## src/hw/rtl/rstc_ram.sv

```systemverilog
// generic single write, single registered read memory
`timescale 1ns / 1ps
`default_nettype none

module rstc_ram #(
   parameter int WIDTH = 8,
   parameter int DEPTH = 16
) (
   input  wire logic                     clock,
   input  wire logic                     wr_en,
   input  wire logic [$clog2(DEPTH)-1:0] wr_addr,
   input  wire logic [WIDTH-1:0]         wr_data,
   input  wire logic [$clog2(DEPTH)-1:0] rd_addr,
   output logic      [WIDTH-1:0]         rd_data
);

   logic [WIDTH-1:0] mem_ff [DEPTH];
   logic [WIDTH-1:0] rd_data_ff;

   // read returns the old contents on a same address write
   always_ff @(posedge clock) begin
      if (wr_en) begin
         mem_ff[wr_addr] <= wr_data;
      end
      rd_data_ff <= mem_ff[rd_addr];
   end

   assign rd_data = rd_data_ff;

endmodule

`default_nettype wire

```

## config.mk

```make
export PLATFORM = sky130hd
export DESIGN_NAME = rstc_ram
export DESIGN_NICKNAME = d
export VERILOG_FILES = /design/src/hw/rtl/rstc_ram.sv
export SDC_FILE = /design/constraint.sdc
export NUM_CORES = 1
export LEC_CHECK = 0
export BUFFER_PORTS_ARGS = -buffer_cell sky130_fd_sc_hd__clkbuf_2
export CORE_ASPECT_RATIO = 1.2
export CORE_MARGIN = 5
export CORE_UTILIZATION = 55
export DETAILED_ROUTE_END_ITERATION = 8
export HOLD_SLACK_MARGIN = 0.02
export PLACE_DENSITY = 0.71
export SLEW_MARGIN = 15
export SYNTH_ARGS = -nofsm -noshare
export SYNTH_HDL_FRONTEND = slang
export SYNTH_SLANG_ARGS = --single-unit
```

## constraint.sdc

```tcl
create_clock -name clock -period 2.2 [get_ports clock]
set_input_delay 0.11 -clock clock [delete_from_list [all_inputs] [get_ports clock]]
set_output_delay 0.11 -clock clock [all_outputs]
set_load 0.05 [all_outputs]
```

==> summary.txt <==
Setup path
  • Type of the worst setup path: reg -> reg
  • Worst R2R Start: mem_ff[3][4]
  • Max FO, Critical Path: 1
  • Reg2reg end: rd_data[4]
  • Critical Path End: rd_data[4]
  • Worst Path Arrival: 1.74 ns
  • Critical path launch point: mem_ff[3][4]
  • Critical Path Start Type: flop
  • Crit end category: flop
  • Required @ worst endpoint: 2.59 ns
  • Flop-to-flop setup slack: 0.85 ns
  • Register-to-Register Path Depth: 3

Power and ir drop
  • Cell leakage power: 2.11 nW
  • Combinational share of power: 5.2%
  • PD cells: 1010 nW/um2
  • Worst vdd ir: 0.598 mV
  • Int Pwr: 4.97 mW
  • Clock power share: 48.0%
  • Sequential share of power: 46.8%
  • Total net switching power: 1.26 mW
  • Switching Share: 20.2%

Logic synthesis
  • Yosys top cell by area: edfxtp_1
  • Cell count after synthesis: 229
  • Count leader, synth: edfxtp_1
  • Largest cells by area after synthesis: edfxtp_1 (75%), mux4_2 (7.9%), mux4_1 (7.1%), dfxtp_1 (3.1%), a22oi_1 (2.3%)
  • FF+latch count, synth: 136
  • EDFF count, synth: 128
  • Synth Area per Inst: 22.5 um2
  • Synth Flop Type: edfxtp_1
  • Post-synth ARST share: 0%
  • Synth warnings: 0
  • Register area share after synthesis: 77.8%
  • Top cells by count, synth: edfxtp_1 (128), mux4_2 (18), a22oi_1 (16)
  • Top cell type's share of synthesized area: 74.7%
  • Netlist cell types: 19
  • Synth Cell Area: 5150 um2
  • Synthesized net count: 247

Routing
  • Via count: 2,503
  • Routed Wire Length: 9.77 mm
  • Via density: 5.99
  • Routed Antenna Nets: 0
  • Initial DRC count: 190
  • Per-cell routed wire length: 23.4 um
  • DR pass1 iterations: 6
  • DRC errors left: 0

Timing
  • Hold Fails Final Rpt: 0
  • RSZ-0062 raised after global routing: no
  • Slew margin rel.: 49.0%
  • Setup WS post-layout: 0.849 ns
  • Final Cycle Share: 61.4%
  • F_max: 740 MHz
  • Worst-Margin Slew: 0.763 ns
  • Setup TNS Final: 0 ns
  • # setup viols final: 0
  • Clock skew: 0.00359 ns
  • Final Max Tran Viols: 0
  • Clock period minus worst slack: 1.35 ns

Clock network
  • CTS root buffer: clkbuf_8
  • Setup repair bufs after CTS: 0
  • Clock slew at reported path FFs: 0.06 ns
  • CTS Buf Count: 17
  • Post-cts hold buffer count: 0
  • Clock tree buffer depth: 2
  • Clk Latency, worst-skew pair: 0.51 ns
  • H-Tree Level Count: 4
  • Sink Count: 136
  • CTS tree: done
  • Cts repair resizes: 0

Placement
  • # port buffers: 25
  • Final HPWL DP: 6.11 mm
  • Gpl congestion: 0.721
  • Pre-CTS setup slack: 0.567 ns

Floorplan
  • Die width: 98.3 um
  • I/O pin count: 26
  • CORE AREA: 9080 um2
  • Initial Utilization: 56.7%
  • Die area: 11,400 um2
  • Cell Rows: 38
  • Die height: 116 um

Final layout
  • Multi-input gate area: 1060 um2
  • # fillers: 568
  • P&R area growth vs syn: 19.6%
  • Diode count: 0
  • Reg area: 4000 um2
  • Total Nets Final: 303
  • Share of cells above drive strength 1: 32.9%

Outcome
  • Outcome: finished, final reports clean

Global route
  • Initial antenna violation count: 0
  • Grt ovf: 0
  • First-pass GRT wire length: 15.4 mm
  • Vias in the first global route: 2,656
  • Global Route Usage Sum: 19.3%
  • Largest net degree at the start of global routing: 33

Job
  • Max cap viols: 0

Worst hold path
  • Worst min path class: in -> reg
state kept, by name, summed over array words and instances (netlist names):
register,count
mem_ff,128
rd_data,8
metal layers:
layer	track usage (%)	part of all wire, %	up-vias
met3	4.03	6.1	8
li1	-	-	1091
met2	32.3	52	107
met5	0	0	-
met1	24.5	40	1297
met4	8.83	1.4	0
how the worst min path moves through the flow:
| stage | from | to | slack (ns) | cells after the start |
|---|---|---|---|---|
| finish | wr_data[4] | mem_ff[7][4] | 0.03 | 1 |
| global route | wr_data[4] | mem_ff[1][4] | 0.04 | 1 |
| CTS | wr_data[4] | mem_ff[0][4] | 0.02 | 1 |
| detailed placement | wr_data[4] | mem_ff[7][4] | 0.55 | 1 |
| global placement | wr_data[5] | mem_ff[7][5] | 0.54 | 1 |
| floorplan | wr_data[0] | mem_ff[0][0] | 0.21 | 0 |
logic make-up after synthesis:
family	after synthesis	synth area share, %
AOI/OAI and AO/OA	16	2.33
buffers and inverters	10	1.68
DFF	136	77.8
muxes	32	15.0
and+or+nand+nor	35	3.18
cell usage in the layout (no fill, tap or decap):
| cell type | count |
|---|---|
| a22oi_1 | 16 |
| and2_1 | 1 |
| and2b_1 | 1 |
| buf_12 | 1 |
| buf_4 | 21 |
| bufinv_16 | 5 |
| clkbuf_16 | 16 |
| clkbuf_2 | 25 |
| clkbuf_8 | 1 |
| clkinv_2 | 1 |
| clkinv_4 | 2 |
| clkinvlp_4 | 6 |
| dfxtp_1 | 8 |
| edfxtp_1 | 128 |
| inv_6 | 1 |
| mux4_1 | 14 |
| mux4_2 | 18 |
| nand2_1 | 9 |
| nand2b_1 | 2 |
| nand3_1 | 1 |
| nand3b_1 | 2 |
| nor2_1 | 13 |
| nor2b_1 | 1 |
| nor3_1 | 4 |
| or3b_2 | 1 |
layout make-up:
cell class | instances | share of cell area, %
Timing Repair Buffer | 47 | 4.92
Tap cell | 120 | 2.44
Clock inverter | 15 | 3.68
Clock buffer | 17 | 6.73
Sequential cell | 136 | 65.1
Multi-Input combinational cell | 83 | 17.2
stage by stage:
step / util [%] / power (mW) / hold WS [ns] / cell area [um2] / cells
floorplan: - / 3.17 / 0.209 / 5150 / 229
global placement: 60.7 / 3.28 / 0.535 / 5510 / 386
detailed placement: 60.7 / 3.29 / 0.554 / 5510 / 386
CTS: 67.8 / 6.27 / 0.0207 / 6150 / 418
global route: 67.8 / 6.42 / 0.0443 / 6150 / 418
finish: 67.8 / 6.23 / 0.0327 / 6150 / 418
worst max-delay path, cell delays in order (launching register included):
cell,delay [ns]
edfxtp_1,0.36
mux4_2,0.48
a22oi_1,0.29
nand2_1,0.10
power by group through the flow:
stage               clock (mW)  sequential [mW]  combinational [mW]
global placement             0             2.96               0.319
detailed placement           0             2.97               0.326
finish                    2.99             2.91               0.324
floorplan                    0             3.02               0.147
global route              3.15             2.92               0.348
CTS                       3.03             2.91               0.329
Power figures use the tool's default switching activity.
