$ cat config.mk
export PLATFORM = sky130hd
export DESIGN_NAME = rstc_out
export DESIGN_NICKNAME = d
export VERILOG_FILES = /design/src/hw/rtl/rstc_pkg.sv /design/src/hw/rtl/rstc_out.sv
export SDC_FILE = /design/constraint.sdc
export NUM_CORES = 1
export LEC_CHECK = 0
export CAP_MARGIN = 10
export CORE_MARGIN = 2
export CORE_UTILIZATION = 35
export CTS_CLUSTER_DIAMETER = 40
export DETAILED_ROUTE_END_ITERATION = 6
export DONT_BUFFER_PORTS = 1
export SLEW_MARGIN = 20
export SYNTH_ARGS = -nofsm -noshare
export SYNTH_HDL_FRONTEND = slang
export SYNTH_SLANG_ARGS = --single-unit
$ cat constraint.sdc
create_clock -name clock -period 6.9 [get_ports clock]
set_input_delay 1.38 -clock clock [delete_from_list [all_inputs] [get_ports clock]]
set_output_delay 1.38 -clock clock [all_outputs]
set_load 0.005 [all_outputs]
$ cat src/hw/rtl/rstc_pkg.sv
// shared constants, types and helper functions for the raster smoothing block
`timescale 1ns / 1ps
`default_nettype none

package rstc_pkg;

   // sizing
   localparam int MAX_WIDTH   = 2048;
   localparam int HEIGHT_BITS = 9;
   localparam int RING_DEPTH  = MAX_WIDTH + 1;
   localparam int RING_AW     = $clog2(RING_DEPTH);
   localparam int COL_W       = $clog2(MAX_WIDTH);
   localparam int EW_W        = $clog2(MAX_WIDTH + 1);
   localparam int HELD_W      = $clog2(MAX_WIDTH + 2);
   localparam int CFG_W       = 12;
   localparam int ROW_W       = CFG_W;
   localparam int LIMIT_W     = 9;
   localparam int CLASS_W     = 3;
   localparam int MIN_DIM     = 3;
   localparam int CMP_W       = (HEIGHT_BITS > LIMIT_W) ? HEIGHT_BITS : LIMIT_W;

   // csr port
   localparam int CSR_IDX_W  = 3;
   localparam int CSR_DATA_W = CFG_W;

   // five point sum and divide by five through a reciprocal multiply
   localparam int PART_W    = HEIGHT_BITS + 2;
   localparam int SUM_W     = HEIGHT_BITS + 3;
   localparam int DIV_SHIFT = SUM_W + 2;
   localparam int DIV_MULT  = (2 ** DIV_SHIFT) / 5 + 1;
   localparam int PROD_W    = SUM_W + DIV_SHIFT;

   // result queue
   localparam int FIFO_DEPTH = 8;
   localparam int FIFO_AW    = $clog2(FIFO_DEPTH);

   // request kinds
   localparam logic KIND_PIXEL = 1'b0;
   localparam logic KIND_FLUSH = 1'b1;

   // register indexes
   localparam logic [CSR_IDX_W-1:0] REG_FRAME_WIDTH   = 3'd0;
   localparam logic [CSR_IDX_W-1:0] REG_FRAME_HEIGHT  = 3'd1;
   localparam logic [CSR_IDX_W-1:0] REG_DEEP_LIMIT    = 3'd2;
   localparam logic [CSR_IDX_W-1:0] REG_SHALLOW_LIMIT = 3'd3;
   localparam logic [CSR_IDX_W-1:0] REG_LAND_LIMIT    = 3'd4;
   localparam logic [CSR_IDX_W-1:0] REG_MOUNTAIN_LIMIT = 3'd5;

   // terrain classes
   localparam logic [CLASS_W-1:0] CLASS_DEEP     = 3'd0;
   localparam logic [CLASS_W-1:0] CLASS_SHALLOW  = 3'd1;
   localparam logic [CLASS_W-1:0] CLASS_LAND     = 3'd2;
   localparam logic [CLASS_W-1:0] CLASS_MOUNTAIN = 3'd3;
   localparam logic [CLASS_W-1:0] CLASS_PEAK     = 3'd4;

   // reset values
   localparam logic [CFG_W-1:0]   FRAME_DIM_RESET      = 12'd2048;
   localparam logic [LIMIT_W-1:0] DEEP_LIMIT_RESET     = 9'd139;
   localparam logic [LIMIT_W-1:0] SHALLOW_LIMIT_RESET  = 9'd156;
   localparam logic [LIMIT_W-1:0] LAND_LIMIT_RESET     = 9'd225;
   localparam logic [LIMIT_W-1:0] MOUNTAIN_LIMIT_RESET = 9'd260;

   typedef logic [HEIGHT_BITS-1:0] height_type;
   typedef logic [COL_W-1:0]       col_type;
   typedef logic [ROW_W-1:0]       row_type;
   typedef logic [EW_W-1:0]        ew_type;
   typedef logic [HELD_W-1:0]      held_type;
   typedef logic [RING_AW-1:0]     ring_addr_type;
   typedef logic [LIMIT_W-1:0]     limit_type;
   typedef logic [CLASS_W-1:0]     class_type;
   typedef logic [PART_W-1:0]      part_type;

   // scheduler to filter, valid once per released result
   typedef struct packed {
      logic       valid;
      logic       smooth;
      logic       last;
      col_type    col;
      height_type south;
   } b_ctl_type;

   // filter internal stage
   typedef struct packed {
      logic       valid;
      logic       smooth;
      logic       last;
      col_type    col;
      part_type   partial;
      height_type center;
   } c_ctl_type;

   // filter to output queue
   typedef struct packed {
      logic       valid;
      height_type height;
      logic       last;
   } res_type;

   typedef struct packed {
      height_type height;
      class_type  terrain;
      logic       last;
   } fifo_entry_type;

   // ring slot that lies back places before the write slot
   function automatic ring_addr_type ring_addr(ring_addr_type wp, held_type back);
      logic [HELD_W:0] diff;
      diff = (HELD_W + 1)'(wp) - (HELD_W + 1)'(back);
      if (diff[HELD_W]) begin
         diff = diff + (HELD_W + 1)'(RING_DEPTH);
      end
      return diff[RING_AW-1:0];
   endfunction

   // height thresholds to terrain class
   function automatic class_type classify(height_type h, limit_type deep, limit_type shallow,
                                          limit_type land, limit_type mountain);
      logic [CMP_W-1:0] hv;
      class_type        c;
      hv = CMP_W'(h);
      if (hv < CMP_W'(deep)) begin
         c = CLASS_DEEP;
      end else if (hv < CMP_W'(shallow)) begin
         c = CLASS_SHALLOW;
      end else if (hv < CMP_W'(land)) begin
         c = CLASS_LAND;
      end else if (hv < CMP_W'(mountain)) begin
         c = CLASS_MOUNTAIN;
      end else begin
         c = CLASS_PEAK;
      end
      return c;
   endfunction

endpackage

`default_nettype wire

$ cat src/hw/rtl/rstc_out.sv
// terrain classification, response queue and request credit
`timescale 1ns / 1ps
`default_nettype none

module rstc_out (
   input  wire logic                  clock,
   input  wire logic                  reset,
   input  wire rstc_pkg::res_type     result,
   input  wire rstc_pkg::limit_type   deep_limit,
   input  wire rstc_pkg::limit_type   shallow_limit,
   input  wire rstc_pkg::limit_type   land_limit,
   input  wire rstc_pkg::limit_type   mountain_limit,
   input  wire logic                  emit_now,
   output logic                       req_ready,
   output logic                       rsp_valid,
   input  wire logic                  rsp_ready,
   output rstc_pkg::height_type       height_out,
   output rstc_pkg::class_type        terrain_class,
   output logic                       last_of_frame
);
   import rstc_pkg::*;

   fifo_entry_type     fifo_ff [FIFO_DEPTH];
   logic [FIFO_AW:0]   wr_ptr_ff, wr_ptr_in;
   logic [FIFO_AW:0]   rd_ptr_ff, rd_ptr_in;
   logic [FIFO_AW:0]   pending_ff, pending_in;
   fifo_entry_type     push_entry, head;
   logic               pop;

   // classify the result on its way into the queue
   always_comb begin
      push_entry.height  = result.height;
      push_entry.terrain = classify(result.height, deep_limit, shallow_limit,
                                    land_limit, mountain_limit);
      push_entry.last    = result.last;
   end

   // queue pointers and the count of results owed
   always_comb begin
      rsp_valid = wr_ptr_ff != rd_ptr_ff;
      pop       = rsp_valid && rsp_ready;
      wr_ptr_in = result.valid ? wr_ptr_ff + (FIFO_AW + 1)'(1) : wr_ptr_ff;
      rd_ptr_in = pop ? rd_ptr_ff + (FIFO_AW + 1)'(1) : rd_ptr_ff;
      case ({emit_now, pop})
         2'b10:   pending_in = pending_ff + (FIFO_AW + 1)'(1);
         2'b01:   pending_in = pending_ff - (FIFO_AW + 1)'(1);
         default: pending_in = pending_ff;
      endcase
      req_ready = pending_ff < (FIFO_AW + 1)'(FIFO_DEPTH);
   end

   always_ff @(posedge clock) begin
      if (reset) begin
         wr_ptr_ff  <= '0;
         rd_ptr_ff  <= '0;
         pending_ff <= '0;
      end else begin
         wr_ptr_ff  <= wr_ptr_in;
         rd_ptr_ff  <= rd_ptr_in;
         pending_ff <= pending_in;
      end
   end

   // queue storage
   always_ff @(posedge clock) begin
      if (result.valid) begin
         fifo_ff[wr_ptr_ff[FIFO_AW-1:0]] <= push_entry;
      end
   end

   // head of queue drives the response
   always_comb begin
      head          = fifo_ff[rd_ptr_ff[FIFO_AW-1:0]];
      height_out    = head.height;
      terrain_class = head.terrain;
      last_of_frame = head.last;
   end

endmodule

`default_nettype wire

==> flow_metrics.tcl <==
set metrics [dict create \
    gp_congestion 0.770 \
    reg2reg_to "pending_ff[2]" \
    synth_compound_area_share_pct 4.89 \
    nNetsFinal 456 \
    arrival_ns 2.08 \
    setup_viol 0 \
    synthTopCellsByArea "edfxtp_1 56%, mux4_1 12%, ha_1 8.3%, dfxtp_1 5.4%, mux2_2 2.6%" \
    die-width_um 130 \
    insertion_delay_ns 0.41 \
    dpl.cell_count 565 \
    grt-ovfl-total 0 \
    cp_max_fo 26 \
    ctsHoldBuffers 0 \
    fin_crit_sh_pct 50.2 \
    finalMaxSlewViolations 0 \
    outcome "complete, no violations" \
    critical_path.startpoint_type "flip-flop" \
    clkTransAtPathRegs_ns 0.05 \
    routed_wl_mm 10.7 \
    synth_edf_count 104 \
    hpwl_mm 6.98 \
    hold_path.class "flip-flop to flip-flop" \
    synth-seq-cells 119 \
    max_stage_delay_ns 0.66 \
    fmax_mhz 289 \
    synthSimpleGateAreaFrac_pct 4.73 \
    io_buffer_count 0 \
    cts_sinks 119 \
    num_io_pins 66 \
    cts_tree "yes" \
    core_area_mm2 0.0157 \
    synth_cells 352 \
    synthAdderAreaFrac_pct 8.29 \
    finalCoreUtilization_pct 41.0 \
    crit_path_cell_trace "buf_4 > mux4_1 > mux2_2" \
    ant_nets 0 \
    postPlaceCellArea_mm2 0.00586 \
    dr.pass1.iters 4 \
    grt_max_degree 27 \
    relSlewSlack_pct 30.9 \
    areaGrowthSynthToFinish_pct 15.4 \
    cts_root_buf "clkbuf_16" \
    remaining_drc_errors 0 \
    grt_usage_pct 13.6 \
    syn_area_mm2 0.00558 \
    critPathCaptureType "primary output" \
    design_area_mm2 0.00644 \
    tightest_slew_ns 1.03 \
    p_per_area_mw_per_mm2 295 \
    ff2ff_path_depth 9 \
    synth_ff_type "edfxtp_1" \
    critPathSlowestCell "mux4_1" \
    r2r_start "wr_ptr_ff[2]" \
    synth-warning-count 0 \
    ys_types 38 \
    p_leak_nw 2.35 \
    grt_pass1_vias 3021 \
    cts_setup_buffers 0 \
    syn_area_per_cell_um2 15.9 \
    synth_xor_xnor_area_share_pct 1.88 \
    clock_tree.buffer_depth 2 \
    crit_required_ns 5.52 \
    ir_drop_mv 0.160 \
    rows 46 \
    cts_resized 0 \
    antenna_found_initial 0 \
    viasPerCell 4.83 \
    via_count 2885 \
    async_flop_share_pct 0 \
    synth_top_family_by_area "multiplexers" \
    synth_top_cell_area_share_pct 55.9 \
    tns_ns 0 \
    drive_gt1_share_pct 14.7 \
    die_area_mm2 0.0170 \
    synth.most_common_cell "edfxtp_1" \
    criticalPathCategory "flip-flop to primary output" \
    die_height_um 130 \
    initial_core_util_pct 35.5 \
    antenna_cells 0 \
    netlist_top_cells_count "104 x edfxtp_1, 37 x ha_1, 37 x inv_1" \
    syn-num-nets 440 \
    synth_top_area_cell "edfxtp_1" \
    synthMuxAreaShare_pct 15.3 \
    fin_skew_ns 0.00686 \
    ff2ff_setup_slack_ns 4.49 \
    hold_violations 0 \
    rsz0062_at_grt "no" \
    crit_end "terrain_class[2]" \
    grt_pass1_wl_mm 16.3 \
    ys_seq_area_share_pct 61.3 \
    first_iter_violations 242 \
    numCtsBuffers 17 \
    period_minus_slack_ns 3.46 \
    fin_cells 597 \
    wl_per_cell_um 18.0 \
    cap_violations 0 \
    ctsHtreeMaxLevel 4 \
]
-- cells by family (layout without fill, tap and decap cells) --
family                     after synthesis  count (layout)
buffers and inverters                   46              75
AOI/OAI and AO/OA                       40              40
adders and majority gates               37              37
muxes                                   42              42
and+or+nand+nor                         56              56
xor gates and xnor gates                12              12
DFF                                    119             119
-- layout make-up --
class	count	area, um^2
clock buffer	19	433
clock inverter	13	155
fill	1444	9270
inverter	37	139
multi-input combinational	187	1980
sequential	119	3420
tap	216	270
timing repair buffer	6	45.0
-- metal layers --
metal  share of wire (%)  global-route usage [%]  vias up
met5                   0                       0        -
met4                 1.8                    6.39        0
met3                 4.9                    4.84       16
met2                  48                    22.1       61
met1                  45                    16.4     1407
li1                    -                       -     1401
-- state kept, by name (all words and copies together) (netlist names), named ones only --
| name | count |
|---|---|
| rd_ptr_ff | 4 |
| wr_ptr_ff | 4 |
| pending_ff | 4 |
| fifo_ff | 104 |
-- layout by cell type (no fill, tap or decap), types with 2 or more instances in the layout --
| cell type | synthesis | layout |
|---|---|---|
| nor3_1 | 4 | 2 |
| a21oi_1 | 18 | 18 |
| nor2_2 | 0 | 3 |
| clkbuf_16 | 0 | 17 |
| clkinv_2 | 0 | 2 |
| nand2_1 | 12 | 12 |
| ha_1 | 37 | 37 |
| a211oi_1 | 2 | 2 |
| dfxtp_1 | 15 | 14 |
| nor2_1 | 22 | 19 |
| o21ai_0 | 5 | 5 |
| nand4_1 | 5 | 5 |
| nand2b_1 | 7 | 7 |
| bufinv_16 | 0 | 3 |
| o31a_1 | 2 | 2 |
| a21o_1 | 3 | 3 |
| a2111oi_0 | 2 | 2 |
| clkinv_1 | 0 | 2 |
| xnor2_1 | 7 | 7 |
| or3_1 | 3 | 3 |
| mux4_1 | 25 | 25 |
| clkinvlp_4 | 0 | 4 |
| nor3_2 | 0 | 2 |
| edfxtp_1 | 104 | 104 |
| clkbuf_1 | 2 | 2 |
| xor2_1 | 5 | 5 |
| mux2_2 | 13 | 13 |
| buf_4 | 0 | 6 |
| mux2i_1 | 3 | 3 |
| inv_1 | 37 | 37 |
-- worst min-delay path by stage --
stage | cells after the start | from | slack (ns) | endpoint
after global routing | 2 | pending_ff[3] | 0.57 | pending_ff[3]
final | 2 | pending_ff[3] | 0.49 | pending_ff[3]
after floorplan | 2 | pending_ff[3] | 0.45 | pending_ff[3]
after global placement | 2 | pending_ff[3] | 0.47 | pending_ff[3]
after detailed placement | 2 | pending_ff[3] | 0.49 | pending_ff[3]
after CTS | 2 | pending_ff[3] | 0.50 | pending_ff[3]
-- through the flow --
| stage | worst slack, ns | hold slack (ns) | power (mW) |
|---|---|---|---|
| final | 3.44 | 0.495 | 1.90 |
| after CTS | 3.39 | 0.499 | 1.92 |
| after floorplan | 3.92 | 0.453 | 1.02 |
| after global routing | 3.34 | 0.573 | 1.98 |
| after global placement | 3.43 | 0.470 | 1.05 |
| after detailed placement | 3.35 | 0.488 | 1.06 |
-- power breakdown --
group | leakage (nW) | switching [mW] | internal [mW] | total (mW)
Sequential | 1.07 | 0.0199 | 0.810 | 0.830
Clock | 0.274 | 0.299 | 0.564 | 0.863
Combinational | 1.01 | 0.101 | 0.108 | 0.208
Total | 2.35 | 0.420 | 1.48 | 1.90
-- critical path, delay by kind of cell (launching register included) --
| family | cells | cell delay, ns |
|---|---|---|
| buf+inv | 1 | 0.39 |
| flops | 1 | 0.31 |
| mux | 2 | 0.97 |
No activity file was read; power rests on OpenSTA's default activity.
