--- src/hw/rtl/rstc_pkg.sv ---
// shared constants, types and helper functions for the raster smoothing block
`timescale 1ns / 1ps
`default_nettype none

package rstc_pkg;

   // sizing
   localparam int MAX_WIDTH   = 2048;
   localparam int HEIGHT_BITS = 9;
   localparam int RING_DEPTH  = MAX_WIDTH + 1;
   localparam int RING_AW     = $clog2(RING_DEPTH);
   localparam int COL_W       = $clog2(MAX_WIDTH);
   localparam int EW_W        = $clog2(MAX_WIDTH + 1);
   localparam int HELD_W      = $clog2(MAX_WIDTH + 2);
   localparam int CFG_W       = 12;
   localparam int ROW_W       = CFG_W;
   localparam int LIMIT_W     = 9;
   localparam int CLASS_W     = 3;
   localparam int MIN_DIM     = 3;
   localparam int CMP_W       = (HEIGHT_BITS > LIMIT_W) ? HEIGHT_BITS : LIMIT_W;

   // csr port
   localparam int CSR_IDX_W  = 3;
   localparam int CSR_DATA_W = CFG_W;

   // five point sum and divide by five through a reciprocal multiply
   localparam int PART_W    = HEIGHT_BITS + 2;
   localparam int SUM_W     = HEIGHT_BITS + 3;
   localparam int DIV_SHIFT = SUM_W + 2;
   localparam int DIV_MULT  = (2 ** DIV_SHIFT) / 5 + 1;
   localparam int PROD_W    = SUM_W + DIV_SHIFT;

   // result queue
   localparam int FIFO_DEPTH = 8;
   localparam int FIFO_AW    = $clog2(FIFO_DEPTH);

   // request kinds
   localparam logic KIND_PIXEL = 1'b0;
   localparam logic KIND_FLUSH = 1'b1;

   // register indexes
   localparam logic [CSR_IDX_W-1:0] REG_FRAME_WIDTH   = 3'd0;
   localparam logic [CSR_IDX_W-1:0] REG_FRAME_HEIGHT  = 3'd1;
   localparam logic [CSR_IDX_W-1:0] REG_DEEP_LIMIT    = 3'd2;
   localparam logic [CSR_IDX_W-1:0] REG_SHALLOW_LIMIT = 3'd3;
   localparam logic [CSR_IDX_W-1:0] REG_LAND_LIMIT    = 3'd4;
   localparam logic [CSR_IDX_W-1:0] REG_MOUNTAIN_LIMIT = 3'd5;

   // terrain classes
   localparam logic [CLASS_W-1:0] CLASS_DEEP     = 3'd0;
   localparam logic [CLASS_W-1:0] CLASS_SHALLOW  = 3'd1;
   localparam logic [CLASS_W-1:0] CLASS_LAND     = 3'd2;
   localparam logic [CLASS_W-1:0] CLASS_MOUNTAIN = 3'd3;
   localparam logic [CLASS_W-1:0] CLASS_PEAK     = 3'd4;

   // reset values
   localparam logic [CFG_W-1:0]   FRAME_DIM_RESET      = 12'd2048;
   localparam logic [LIMIT_W-1:0] DEEP_LIMIT_RESET     = 9'd139;
   localparam logic [LIMIT_W-1:0] SHALLOW_LIMIT_RESET  = 9'd156;
   localparam logic [LIMIT_W-1:0] LAND_LIMIT_RESET     = 9'd225;
   localparam logic [LIMIT_W-1:0] MOUNTAIN_LIMIT_RESET = 9'd260;

   typedef logic [HEIGHT_BITS-1:0] height_type;
   typedef logic [COL_W-1:0]       col_type;
   typedef logic [ROW_W-1:0]       row_type;
   typedef logic [EW_W-1:0]        ew_type;
   typedef logic [HELD_W-1:0]      held_type;
   typedef logic [RING_AW-1:0]     ring_addr_type;
   typedef logic [LIMIT_W-1:0]     limit_type;
   typedef logic [CLASS_W-1:0]     class_type;
   typedef logic [PART_W-1:0]      part_type;

   // scheduler to filter, valid once per released result
   typedef struct packed {
      logic       valid;
      logic       smooth;
      logic       last;
      col_type    col;
      height_type south;
   } b_ctl_type;

   // filter internal stage
   typedef struct packed {
      logic       valid;
      logic       smooth;
      logic       last;
      col_type    col;
      part_type   partial;
      height_type center;
   } c_ctl_type;

   // filter to output queue
   typedef struct packed {
      logic       valid;
      height_type height;
      logic       last;
   } res_type;

   typedef struct packed {
      height_type height;
      class_type  terrain;
      logic       last;
   } fifo_entry_type;

   // ring slot that lies back places before the write slot
   function automatic ring_addr_type ring_addr(ring_addr_type wp, held_type back);
      logic [HELD_W:0] diff;
      diff = (HELD_W + 1)'(wp) - (HELD_W + 1)'(back);
      if (diff[HELD_W]) begin
         diff = diff + (HELD_W + 1)'(RING_DEPTH);
      end
      return diff[RING_AW-1:0];
   endfunction

   // height thresholds to terrain class
   function automatic class_type classify(height_type h, limit_type deep, limit_type shallow,
                                          limit_type land, limit_type mountain);
      logic [CMP_W-1:0] hv;
      class_type        c;
      hv = CMP_W'(h);
      if (hv < CMP_W'(deep)) begin
         c = CLASS_DEEP;
      end else if (hv < CMP_W'(shallow)) begin
         c = CLASS_SHALLOW;
      end else if (hv < CMP_W'(land)) begin
         c = CLASS_LAND;
      end else if (hv < CMP_W'(mountain)) begin
         c = CLASS_MOUNTAIN;
      end else begin
         c = CLASS_PEAK;
      end
      return c;
   endfunction

endpackage

`default_nettype wire

--- src/hw/rtl/rstc_sched.sv ---
// request scheduler: ring pointers, held count, output position and memory addresses
`timescale 1ns / 1ps
`default_nettype none

module rstc_sched (
   input  wire logic                   clock,
   input  wire logic                   reset,
   input  wire logic                   accept,
   input  wire logic                   kind,
   input  wire rstc_pkg::height_type   height_in,
   input  wire rstc_pkg::ew_type       eff_width,
   input  wire rstc_pkg::row_type      eff_height,
   output logic                        emit_now,
   output rstc_pkg::ring_addr_type     center_addr,
   output rstc_pkg::ring_addr_type     east_addr,
   output logic                        ring_wr_en,
   output rstc_pkg::ring_addr_type     ring_wr_addr,
   output rstc_pkg::height_type        ring_wr_data,
   output rstc_pkg::col_type           north_addr,
   output rstc_pkg::b_ctl_type         stage_b
);
   import rstc_pkg::*;

   held_type      held_ff, held_in;
   ring_addr_type wp_ff, wp_in;
   col_type       col_ff, col_in;
   row_type       row_ff, row_in;
   height_type    south_ff;
   b_ctl_type     b_ff, b_in;

   logic            is_pixel, is_flush, full_now, inner, last_px;
   held_type        w_held, back_a;
   logic [EW_W:0]   col_next;
   logic [ROW_W:0]  row_next;

   // decode the request
   always_comb begin
      is_pixel = accept && (kind == KIND_PIXEL);
      is_flush = accept && (kind == KIND_FLUSH);
      w_held   = HELD_W'(eff_width) + HELD_W'(1);
      full_now = held_ff >= w_held;
      emit_now = (is_pixel && full_now) || (is_flush && (held_ff != '0));
   end

   // ring read addresses: center and east neighbor, plus the north row address
   always_comb begin
      back_a      = (kind == KIND_PIXEL) ? w_held : held_ff;
      center_addr = ring_addr(wp_ff, back_a);
      east_addr   = ring_addr(wp_ff, HELD_W'(eff_width));
      north_addr  = col_ff;
   end

   // ring write of the incoming pixel
   always_comb begin
      ring_wr_en   = is_pixel;
      ring_wr_addr = wp_ff;
      ring_wr_data = height_in;
   end

   // output position flags
   always_comb begin
      col_next = (EW_W + 1)'(col_ff) + (EW_W + 1)'(1);
      row_next = (ROW_W + 1)'(row_ff) + (ROW_W + 1)'(1);
      inner    = (row_ff != '0) && (row_next < (ROW_W + 1)'(eff_height))
                 && (col_ff != '0) && (col_next < (EW_W + 1)'(eff_width));
      last_px  = (row_next >= (ROW_W + 1)'(eff_height))
                 && (col_next >= (EW_W + 1)'(eff_width));
   end

   // next state
   always_comb begin
      held_in = held_ff;
      wp_in   = wp_ff;
      col_in  = col_ff;
      row_in  = row_ff;
      if (is_pixel) begin
         held_in = full_now ? w_held : held_ff + HELD_W'(1);
         wp_in   = (wp_ff == RING_AW'(RING_DEPTH - 1)) ? '0 : wp_ff + RING_AW'(1);
      end else if (is_flush && (held_ff != '0)) begin
         held_in = held_ff - HELD_W'(1);
      end
      if (emit_now) begin
         if (col_next >= (EW_W + 1)'(eff_width)) begin
            col_in = '0;
            row_in = (row_next >= (ROW_W + 1)'(eff_height)) ? '0 : row_next[ROW_W-1:0];
         end else begin
            col_in = col_next[COL_W-1:0];
         end
      end
      b_in.valid  = emit_now;
      b_in.smooth = is_pixel && full_now && inner;
      b_in.last   = last_px;
      b_in.col    = col_ff;
      b_in.south  = south_ff;
   end

   // control registers
   always_ff @(posedge clock) begin
      if (reset) begin
         held_ff <= '0;
         wp_ff   <= '0;
         col_ff  <= '0;
         row_ff  <= '0;
         b_ff    <= '0;
      end else begin
         held_ff <= held_in;
         wp_ff   <= wp_in;
         col_ff  <= col_in;
         row_ff  <= row_in;
         b_ff    <= b_in;
      end
   end

   // most recent pixel, the south neighbor of the next output
   always_ff @(posedge clock) begin
      if (is_pixel) begin
         south_ff <= height_in;
      end
   end

   assign stage_b = b_ff;

endmodule

`default_nettype wire

--- config.mk ---
export PLATFORM = sky130hd
export DESIGN_NAME = rstc_sched
export DESIGN_NICKNAME = d
export VERILOG_FILES = /design/src/hw/rtl/rstc_pkg.sv /design/src/hw/rtl/rstc_sched.sv
export SDC_FILE = /design/constraint.sdc
export NUM_CORES = 1
export LEC_CHECK = 0
export ABC_AREA = 1
export BUFFER_PORTS_ARGS = -buffer_cell sky130_fd_sc_hd__buf_2
export CORE_MARGIN = 2
export CORE_UTILIZATION = 40
export CTS_BUF_LIST = sky130_fd_sc_hd__clkbuf_8
export CTS_CLUSTER_SIZE = 16
export DETAILED_ROUTE_END_ITERATION = 8
export GPL_TIMING_DRIVEN = 0
export SLEW_MARGIN = 30
export SYNTH_ARGS = -nofsm -noshare
export SYNTH_HDL_FRONTEND = slang
export SYNTH_SLANG_ARGS = --single-unit
export TNS_END_PERCENT = 5
--- constraint.sdc ---
create_clock -name clock -period 6.2 [get_ports clock]
set_clock_uncertainty 0.05 [all_clocks]
set_input_delay 0.31 -clock clock [delete_from_list [all_inputs] [get_ports clock]]
set_output_delay 0.31 -clock clock [all_outputs]
set_load 0.01 [all_outputs]
==> impl_results.md <==
- Final setup TNS: 0 ns
- Die X: about 140 um
- Crit Path Max Fanout: 8
- Hold Path Stages: 1
- Io pins: about 120
- Grt peak-use layer: met2
- Synth-to-layout area growth: 15.0%
- Aggregate global routing overflow: 0
- Hold Fails Final Rpt: 0
- Crit end category: output pin
- Clock Sinks: 79
- Delay-heaviest family, CP: simple AND/OR/NAND/NOR gates
- Hold path start: height_in[8]
- FF+latch count, synth: between 70 and 80
- DRT Wirelength: 19900 um
- CP most frequent cell: nand2_1
- # hold bufs at CTS: 0
- Post-DR vias/cell: between 4 and 5
- Synth Net Count: between 1000 and 1500
- Worst Setup Start Kind: input port
- Core area: 18100 sq um
- Gate Count Post-Synth: ~1200
- Leak Pwr: 4.64 nW
- Avg WL per Cell: between 10 and 15 um
- Antenna viol nets, final: 0
- PwrDens: 176 nW/um^2
- Period Utilization, post-route: 0.602
- Num CTS Buffers: 9
- Met2 Usage GRT: 0.328
- CTS tree: yes
- Initial antenna violation count: 0
- RSZ-0062 raised after global routing: false
- Worst Hold Slack: ~0.073 ns
- Top_reg_cell synth: dfxtp_1
- Placement row count: 49
- Worst path cell trace: buf_2, ha_1, nand3_1, nor2_1, inv_1, o21ai_0, nand2_1, nand2_1, o21ai_0, ha_1, nand2_1, nor2_1, nor2_1, nand2_1, a21oi_4, nand3_2, inv_1, nand3_1, nand2_1, nand2_1, buf_2
- Pre-antenna DRT Iters: 9
- Arr. time, crit path: roughly 3.4 ns
- VDD IR max: between 80 and 90 uV
- EDFF count, synth: 9
- Longest Clk Path Bufs: 2
- Vias in the first global route: between 6000 and 7000
- Crit Path Category: in2out
- H-tree Lvls: 3
- Post-synthesis sequential area ratio: 0.226
- Synth warnings: 0
- R2r startpoint: north_addr[0]$_SDFFE_PP0P_
- Setup violations, final: 0
- Reg2Reg Depth: 18
- Placer Congestion: 0.916
- Share of cells above drive strength 1: 0.147
- MaxCap Viol Count: 0
- Die height: approximately 140 um
- Yosys cell types: 43
- Gr usage total: 0.201
- Hold endpoint: south_ff[8]$_DFFE_PP_
- Failing checks: design-rule violations
- Worst-path clk slew: 0.09 ns
- Asr flop ratio synth: 0
- CP max stage cell: ha_1
- DRC viols: 14
- Post-cts resize count: 0
- GRT met3 Usage: 0.0297
- Post-CTS setup buffer count: 0
- CP bufs+invs: 4
- Vias: approximately 7400
- Die area: 19600 sq um
- Largest net degree at the start of global routing: 20
- Layout Nets: roughly 1400
- Pwr Total: roughly 1.5 mW
- Dpl hpwl: approximately 16000 um
- Status: finished with violations
- Number of DRC markers in iteration 0: roughly 420
- Final Max Slew Viols: 0
- # diodes: 0
- Max incr delay on CP: 0.37 ns
- Fmax: roughly 270 MHz
- CP Data Required Time: approximately 6 ns
- R2R setup slack: 3.09 ns
- I/O Buffers: between 100 and 150
- Met1 usage: 0.281
- Mapped Area: between 7000 and 8000 sq um
- Slew @ Worst Pin: ~0.64 ns
- Reg2reg end: north_addr[4]$_SDFFE_PP0P_
- Worst rel slew slack: 0.570
- Hold Path Class: in2reg
- Clock Latency Late Sink: ~0.37 ns
- Syn avg cell area: roughly 6.3 sq um
- Initial core utilization: 0.409
- Tmin final: approximately 3.7 ns
- Root buf cell: clkbuf_8
- Global-route wire length before repair: roughly 32000 um
-- layout by cell type (no fill, tap or decap), types with 8 or more instances in the layout --
cell	synthesis	final
nand2_1	325	325
buf_2	4	120
dfxtp_1	70	70
clkbuf_8	0	9
nand4_1	31	31
nor2_1	120	120
a21oi_1	58	58
xor2_1	42	42
edfxtp_1	9	9
nand3_1	54	54
clkbuf_1	8	8
o21ai_0	54	54
inv_1	209	210
buf_4	22	22
ha_1	73	73
nor3_1	17	17
-- synthesized netlist by cell type (all sizes together), types with 4 or more instances --
library cell	number	area (sq um)
a21oi	63	342
buf	31	234
clkbuf	9	35.0
dfxtp	70	1400
edfxtp	9	270
ha	73	913
inv	211	792
nand2	332	1280
nand3	58	310
nand3b	6	45.0
nand4	32	215
nor2	129	517
nor3	18	101
nor4	4	25.0
o211ai	4	30.0
o21ai	61	305
o21bai	7	52.6
xnor2	4	35.0
xor2	42	368
-- cell type report --
type,instances,area (sq um)
Buffer,40,269
Timing Repair Buffer,116,581
Clock inverter,7,120
Multi-Input combinational cell,847,4670
Fill cell,1899,9580
Inverter,211,792
Clock buffer,9,124
Tap cell,229,287
Sequential cell,79,1670
-- layer usage --
| layer | vias to the layer above | part of all wire |
|---|---|---|
| li1 | 3959 | - |
| met1 | 3250 | 0.50 |
| met2 | 173 | 0.44 |
| met3 | 17 | 0.045 |
| met4 | 0 | 0.015 |
| met5 | - | 0 |
-- power by group --
group / internal (mW) / switching (mW) / leakage (nW)
registers: 0.537 / 0.0276 / 0.654
logic: 0.171 / 0.286 / 3.86
clock network: 0.269 / 0.207 / 0.125
-- flip-flops by register name, indices dropped and copies added, names as in the netlist --
name and flops:
north_addr 11, south_ff 9, held_ff 12, row_ff 12, stage_b 23, ring_wr_addr 12
-- through the flow --
stage / setup WS, ns / std cells / area [sq um] / util
floorplan: 3.34 / 1177 / 7400 / -
global placement: 2.48 / 1522 / 8270 / 0.457
detailed placement: 2.48 / 1522 / 8270 / 0.457
CTS: 2.46 / 1538 / 8510 / 0.471
global route: 2.08 / 1538 / 8510 / 0.471
finish: 2.47 / 1538 / 8510 / 0.471
-- kinds of logic after synthesis --
family | share of synthesized area
and+or+nand+nor | 0.341
buffers and inverters | 0.143
AOI/OAI and AO/OA | 0.106
DFF | 0.226
adders and majority gates | 0.129
xor gates and xnor gates | 0.0544
-- worst max path at each step --
| stage | cells past startpoint | to | slack (ns) | from |
|---|---|---|---|---|
| 6_report | 21 | center_addr[8] | 2.47 | eff_width[0] |
| 4_1_cts | 21 | center_addr[10] | 2.46 | eff_width[0] |
| 2_1_floorplan | 15 | center_addr[7] | 3.34 | eff_width[0] |
| 3_3_place_gp | 21 | center_addr[10] | 2.48 | eff_width[0] |
| 3_5_place_dp | 21 | center_addr[10] | 2.48 | eff_width[0] |
| 5_1_grt | 21 | center_addr[10] | 2.08 | eff_width[0] |
(Power assumes the default switching activity.)
